### src/design/scam_pkg.sv
// shared types and constants for the session cam
package scam_pkg;

  localparam int SESSION_BITS   = 14;
  localparam int REQUESTER_BITS = 1;
  localparam int KEY_BITS       = 96;

  localparam logic [1:0] CMD_LOOKUP = 2'd0;
  localparam logic [1:0] CMD_INSERT = 2'd1;
  localparam logic [1:0] CMD_DELETE = 2'd2;
  localparam logic [1:0] CMD_NONE   = 2'd3;

  typedef struct packed {
    logic [1:0]                cmd;
    logic [31:0]               their_ip;
    logic [15:0]               their_port;
    logic [31:0]               my_ip;
    logic [15:0]               my_port;
    logic [SESSION_BITS-1:0]   session_id;
    logic [REQUESTER_BITS-1:0] requester;
  } req_t;

  typedef struct packed {
    logic [1:0]                reply_kind;
    logic                      hit;
    logic [SESSION_BITS-1:0]   session_out;
    logic [REQUESTER_BITS-1:0] requester_out;
  } rsp_t;

  // controller to datapath
  typedef struct packed {
    logic load_req;
    logic commit;
  } ctl_cmd_t;

  // datapath to controller
  typedef struct packed {
    logic out_busy;
  } dp_status_t;

endpackage

### src/design/scam_ctrl.sv
// request sequencer for the session cam
module scam_ctrl (
  input  logic                  clk,
  input  logic                  rst_n,
  input  logic                  in_valid,
  output logic                  in_stall,
  input  scam_pkg::dp_status_t  status,
  output scam_pkg::ctl_cmd_t    cmd
);

  localparam logic [0:0] ST_IDLE = 1'b0;
  localparam logic [0:0] ST_EXEC = 1'b1;

  logic [0:0] state_r;
  logic [0:0] state_nxt;

  assign in_stall = (state_r != ST_IDLE);

  always_comb begin
    cmd       = '0;
    state_nxt = state_r;
    unique case (state_r)
      ST_IDLE: begin
        if (in_valid) begin
          cmd.load_req = 1'b1;
          state_nxt    = ST_EXEC;
        end
      end
      ST_EXEC: begin
        // wait while the previous reply is still held
        if (!status.out_busy) begin
          cmd.commit = 1'b1;
          state_nxt  = ST_IDLE;
        end
      end
      default: begin
        state_nxt = ST_IDLE;
      end
    endcase
  end

  always_ff @(posedge clk) begin
    if (!rst_n) begin
      state_r <= ST_IDLE;
    end else begin
      state_r <= state_nxt;
    end
  end

endmodule

### src/design/scam_dp.sv
// entry storage, parallel key compare and reply register for the session cam
module scam_dp #(
  parameter int ENTRIES = 8
) (
  input  logic                 clk,
  input  logic                 rst_n,
  input  scam_pkg::req_t       in_data,
  input  scam_pkg::ctl_cmd_t   cmd,
  output scam_pkg::dp_status_t status,
  output logic                 out_valid,
  output scam_pkg::rsp_t       out_data,
  input  logic                 out_stall
);

  scam_pkg::req_t req_r;

  logic [ENTRIES-1:0]                    valid_r;
  logic [ENTRIES-1:0]                    valid_nxt;
  logic [scam_pkg::KEY_BITS-1:0]         key_r   [ENTRIES];
  logic [scam_pkg::SESSION_BITS-1:0]     value_r [ENTRIES];

  logic [scam_pkg::KEY_BITS-1:0]         req_key;
  logic [ENTRIES-1:0]                    match_vec;
  logic [ENTRIES-1:0]                    match_oh;
  logic [ENTRIES-1:0]                    free_vec;
  logic [ENTRIES-1:0]                    free_oh;
  logic [scam_pkg::SESSION_BITS-1:0]     found_value;
  logic                                  found;

  logic           out_valid_r;
  logic           out_valid_nxt;
  scam_pkg::rsp_t out_data_r;
  scam_pkg::rsp_t rsp;

  assign req_key = {req_r.my_ip, req_r.their_ip, req_r.my_port, req_r.their_port};

  // one compare per entry
  always_comb begin
    for (int i = 0; i < ENTRIES; i++) begin
      match_vec[i] = valid_r[i] && (key_r[i] == req_key);
    end
  end

  assign free_vec = ~valid_r;
  // isolate lowest set bit
  assign match_oh = match_vec & (~match_vec + {{(ENTRIES-1){1'b0}}, 1'b1});
  assign free_oh  = free_vec & (~free_vec + {{(ENTRIES-1){1'b0}}, 1'b1});
  assign found    = |match_vec;

  always_comb begin
    found_value = '0;
    for (int i = 0; i < ENTRIES; i++) begin
      found_value = found_value | (value_r[i] & {scam_pkg::SESSION_BITS{match_oh[i]}});
    end
  end

  always_comb begin
    valid_nxt = valid_r;
    if (cmd.commit) begin
      if (req_r.cmd == scam_pkg::CMD_INSERT) begin
        valid_nxt = valid_r | free_oh;
      end else if (req_r.cmd == scam_pkg::CMD_DELETE) begin
        valid_nxt = valid_r & ~match_oh;
      end
    end
  end

  always_comb begin
    rsp.reply_kind    = req_r.cmd;
    rsp.hit           = 1'b0;
    rsp.session_out   = req_r.session_id;
    rsp.requester_out = req_r.requester;
    if (req_r.cmd == scam_pkg::CMD_LOOKUP) begin
      rsp.hit         = found;
      rsp.session_out = found_value;
    end
  end

  assign status.out_busy = out_valid_r && out_stall;

  always_comb begin
    out_valid_nxt = out_valid_r;
    if (cmd.commit && (req_r.cmd != scam_pkg::CMD_NONE)) begin
      out_valid_nxt = 1'b1;
    end else if (!out_stall) begin
      out_valid_nxt = 1'b0;
    end
  end

  always_ff @(posedge clk) begin
    if (!rst_n) begin
      valid_r     <= '0;
      out_valid_r <= 1'b0;
    end else begin
      valid_r     <= valid_nxt;
      out_valid_r <= out_valid_nxt;
    end
  end

  always_ff @(posedge clk) begin
    if (cmd.load_req) begin
      req_r <= in_data;
    end
    if (cmd.commit && (req_r.cmd != scam_pkg::CMD_NONE)) begin
      out_data_r <= rsp;
    end
    for (int i = 0; i < ENTRIES; i++) begin
      if (cmd.commit && (req_r.cmd == scam_pkg::CMD_INSERT) && free_oh[i]) begin
        key_r[i]   <= req_key;
        value_r[i] <= req_r.session_id;
      end
    end
  end

  assign out_valid = out_valid_r;
  assign out_data  = out_data_r;

endmodule

### src/design/session_cam_lookup_insert_delete.sv
// top level of the session cam: lookup, insert and delete of socket four-tuples
// reply: the request is captured in the request register, and its reply is registered
//   when exec resolves it, which waits while the previous reply is stalled at the output
// sequencing: a new request is taken only after the previous one is resolved
// reset: synchronous active-low rst_n clears all entry valid bits, the sequencer
//   and the reply valid; stored keys and values are not cleared
module session_cam_lookup_insert_delete #(
  parameter int ENTRIES = 8
) (
  input  logic           clk,
  input  logic           rst_n,
  // request channel
  input  logic           in_valid,
  input  scam_pkg::req_t in_data,
  output logic           in_stall,
  // reply channel
  output logic           out_valid,
  output scam_pkg::rsp_t out_data,
  input  logic           out_stall
);

  // command and status between sequencer and datapath
  scam_pkg::ctl_cmd_t   ctl_cmd;
  scam_pkg::dp_status_t dp_status;

  // sequencer: idle takes a request, exec resolves it once the reply slot is free
  scam_ctrl u_ctrl (
    .clk      (clk),
    .rst_n    (rst_n),
    .in_valid (in_valid),
    .in_stall (in_stall),
    .status   (dp_status),
    .cmd      (ctl_cmd)
  );

  // datapath: request register, per-entry compare lanes, lowest-match and
  // lowest-free pick, reply register
  scam_dp #(
    .ENTRIES (ENTRIES)
  ) u_dp (
    .clk       (clk),
    .rst_n     (rst_n),
    .in_data   (in_data),
    .cmd       (ctl_cmd),
    .status    (dp_status),
    .out_valid (out_valid),
    .out_data  (out_data),
    .out_stall (out_stall)
  );

  // a taken request blocks the next one in the cycle after it is taken
  assert property (@(posedge clk) disable iff (!rst_n)
    (in_valid && !in_stall) |=> in_stall)
    else $error("request taken back to back");

  // a request is never captured in the same cycle another is resolved
  assert property (@(posedge clk) disable iff (!rst_n)
    !(ctl_cmd.load_req && ctl_cmd.commit))
    else $error("capture and resolve overlap");

  // resolving never overwrites a reply that is still held
  assert property (@(posedge clk) disable iff (!rst_n)
    ctl_cmd.commit |-> !(out_valid && out_stall))
    else $error("held reply overwritten");

endmodule

### config.mk
export PLATFORM = sky130hd
export DESIGN_NAME = session_cam_lookup_insert_delete
export DESIGN_NICKNAME = d
export VERILOG_FILES = /design/src/design/scam_pkg.sv /design/src/design/scam_ctrl.sv /design/src/design/scam_dp.sv /design/src/design/session_cam_lookup_insert_delete.sv
export SDC_FILE = /design/constraint.sdc
export NUM_CORES = 2
export LEC_CHECK = 0
export ABC_AREA = 1
export BUFFER_PORTS_ARGS = -buffer_cell sky130_fd_sc_hd__clkbuf_2
export CORE_ASPECT_RATIO = 0.8
export CORE_UTILIZATION = 56
export DETAILED_ROUTE_END_ITERATION = 10
export PLACE_DENSITY = 0.82
export SKIP_LAST_GASP = 1
export SLEW_MARGIN = 20
export SYNTH_ARGS = -nofsm -noshare
export SYNTH_HDL_FRONTEND = slang
export SYNTH_SLANG_ARGS = --single-unit
### constraint.sdc
create_clock -name clk -period 10.3 [get_ports clk]
set_input_delay 1.545 -clock clk [delete_from_list [all_inputs] [get_ports clk]]
set_output_delay 1.545 -clock clk [all_outputs]
set_load 0.03 [all_outputs]
==> out/metrics.csv <==
metric,value,unit
critPathCaptureType,flop,
gp_congestion,1.10,
path_clk_slew,0.07,ns
hold_start,u_dp.req_r[0],
fillers,5661,
fin_crit_sh,0.450,
dp.cells,5072,
numPortBuffers,136,
multi_input_area,0.0114,mm2
fin_crit,4.64,ns
slew_viol_final,0,
final_common_cell,nand2_1,
ys_types,41,
ctsHtreeMaxLevel,3,
core-area,0.0775,mm2
setup_viol,0,
clock_path_buffers,3,
avgSynthCellArea,11.3,um2
ir_worst_vdd,0.217,mV
ys_seq_elements,1021,
post_cts_buffers,0,
drive_gt1_frac,0.113,
r2r_setup_slack,5.66,ns
ios,137,
synthesis.area,0.0442,mm2
seq_power_share,0.516,
antenna_found_initial,9,
reg2regPathDepth,16,
leakage,19.0,nW
stdcell_count,5257,
die_w,316,um
detail-route-antenna-nets,0,
worstPathRequired,10.76,ns
power,9.08,mW
worst_pin_slew,1.21,ns
hpwl,106,mm
final_nets,4273,
synth_cells,3925,
async_reset_ff_frac,0,
intPower,6.93,mW
drt-wirelength-per-cell,28.9,um
drv_cap,0,
finalSetupTns,0,ns
synth_edf_count,1011,
r2r_start,u_dp.req_key[39],
tritoncts,built,
layout_common_cells,"1094 x nand2_1, 1011 x edfxtp_1, 405 x inv_1",
firstDrtPassIters,7,
ff_latch_area,0.0306,mm2
clk_latency,0.71,ns
cts_num_sinks,1021,
ys_seq_area_frac,0.692,
cts_buffers,100,
grt_setup_unrepaired,no,
drt_wl_total,152,mm
hold_class,reg2reg,
syn2layout_area_growth,12.6,%
drc_errors,0,
drt_iter0_markers,6413,
dieArea,0.0800,mm2
ys_warn_count,0,
fmax,216,MHz
row_count,91,
p_comb_frac,0.067,
cp.arrival,5.10,ns
power.switching,2.15,mW
grt_max_degree,76,
die_y,253,um
slew_headroom,0.188,
status,"complete, no violations",
ctsHoldBuffers,0,
clkPwrFrac,0.417,
syn-num-nets,4045,
start_kind,flop,
min_to,u_dp.out_data[0],
grt_pass1_vias,29200,
r2r-end,u_dp.out_data[4],
synthFlopType,edfxtp_1,
track_usage,0.382,
grt_pass1_wl,210,mm
grt_overflow,0,
hold_violations,0,
crit_fanout,32,
whs_path_depth,0,
swShare,0.237,
pwr_density_cell,183,mW/mm2
initial_core_util,0.570,
cts_root_buffer,clkbuf_16,
vias,32300,
cts_resized,0,
critPathKind,reg2reg,
worst_clock_skew,0.0397,ns
viasPerCell,6.14,
-- through the flow --
stage	area, um2	worst slack [ns]	utilization	hold WS (ns)
3_3_place_gp	46300	5.16	0.597	0.402
6_report	49700	5.66	0.641	0.434
5_1_grt	49700	5.51	0.641	0.449
4_1_cts	49700	5.92	0.641	0.435
2_1_floorplan	44200	0.126	-	0.400
3_5_place_dp	46300	5.38	0.597	0.418
-- cells in the mapped netlist, drive strengths merged (5+ instances only) --
cell    count  share of area
inv       449          0.038
dfxtp      10         0.0045
clkbuf      9        0.00082
nand4     147          0.021
o22ai      39         0.0055
o21ai     172          0.019
buf       104          0.013
nor3       45         0.0053
nor2      416          0.036
a211oi      5        0.00085
nor4        6        0.00085
edfxtp   1011           0.69
nand2    1096          0.093
xnor2     168          0.033
nand3      77         0.0088
or2        28         0.0040
xor2       91          0.018
a21oi       9         0.0010
nand3b     29         0.0049
-- critical path, cell delays in order, from the launching register on --
cell and delay, ns:
edfxtp_1 0.70, inv_1 0.33, nand2_1 0.08, nand2_1 0.27, nand2_1 0.10, nor2_1 0.13
nand2_1 0.08, nor2_1 0.13, nand2_1 0.19, nor2_4 0.46, nand3_2 0.66, nand4_2 0.59
nor2_1 0.09, nor2_1 0.25, nand3_1 0.12, nor2_1 0.13, nor2_1 0.06
-- power by group through the flow --
stage	Sequential, mW	Clock, mW	Combinational, mW
finish	4.68	3.78	0.612
global route	4.68	3.93	0.621
CTS	4.68	3.77	0.575
detailed placement	4.77	0	0.570
global placement	4.76	0	0.562
floorplan	4.78	0	0.263
-- cell type report --
cell class,instances,area share
Sequential cell,1021,0.615
Multi-Input combinational cell,2341,0.228
Clock buffer,114,0.0518
Inverter,450,0.0340
Timing Repair Buffer,239,0.0299
Tap cell,1023,0.0257
Clock inverter,67,0.0154
Antenna cell,2,0.000101
-- flip-flops by register name, summed over array words and instances, names as in the netlist --
register	flops
u_ctrl.in_stall	1
u_dp.req_r	17
u_dp.out_data	18
u_dp.out_valid	1
u_dp.key_r	768
u_dp.value_r	112
u_dp.valid_r	8
u_dp.req_key	96
-- worst max-delay path by stage --
stage                         end  slack, ns              from
4_1_cts          u_dp.out_data[4]       5.92  u_dp.req_key[39]
5_1_grt          u_dp.out_data[4]       5.51  u_dp.req_key[54]
3_5_place_dp   u_dp.key_r[0][325]       5.38         out_stall
3_3_place_gp   u_dp.key_r[0][327]       5.16         out_stall
2_1_floorplan    u_dp.key_r[1][0]       0.13         out_stall
6_report         u_dp.out_data[4]       5.66  u_dp.req_key[39]
-- routing by layer --
metal  wire length [um]  track usage  share of wire
met1              53300        0.521           0.35
met2              60100        0.507           0.40
met3              30100        0.189           0.20
met4               8470        0.176          0.056
met5                 96            0        0.00063
-- cells by family after synthesis --
group / synth area share
AOI/OAI and AO/OA: 0.0288
xor gates and xnor gates: 0.0514
adders and majority gates: 0.000850
buffers and inverters: 0.0525
DFF: 0.692
and+or+nand+nor: 0.174
(Power assumes the default switching activity.)
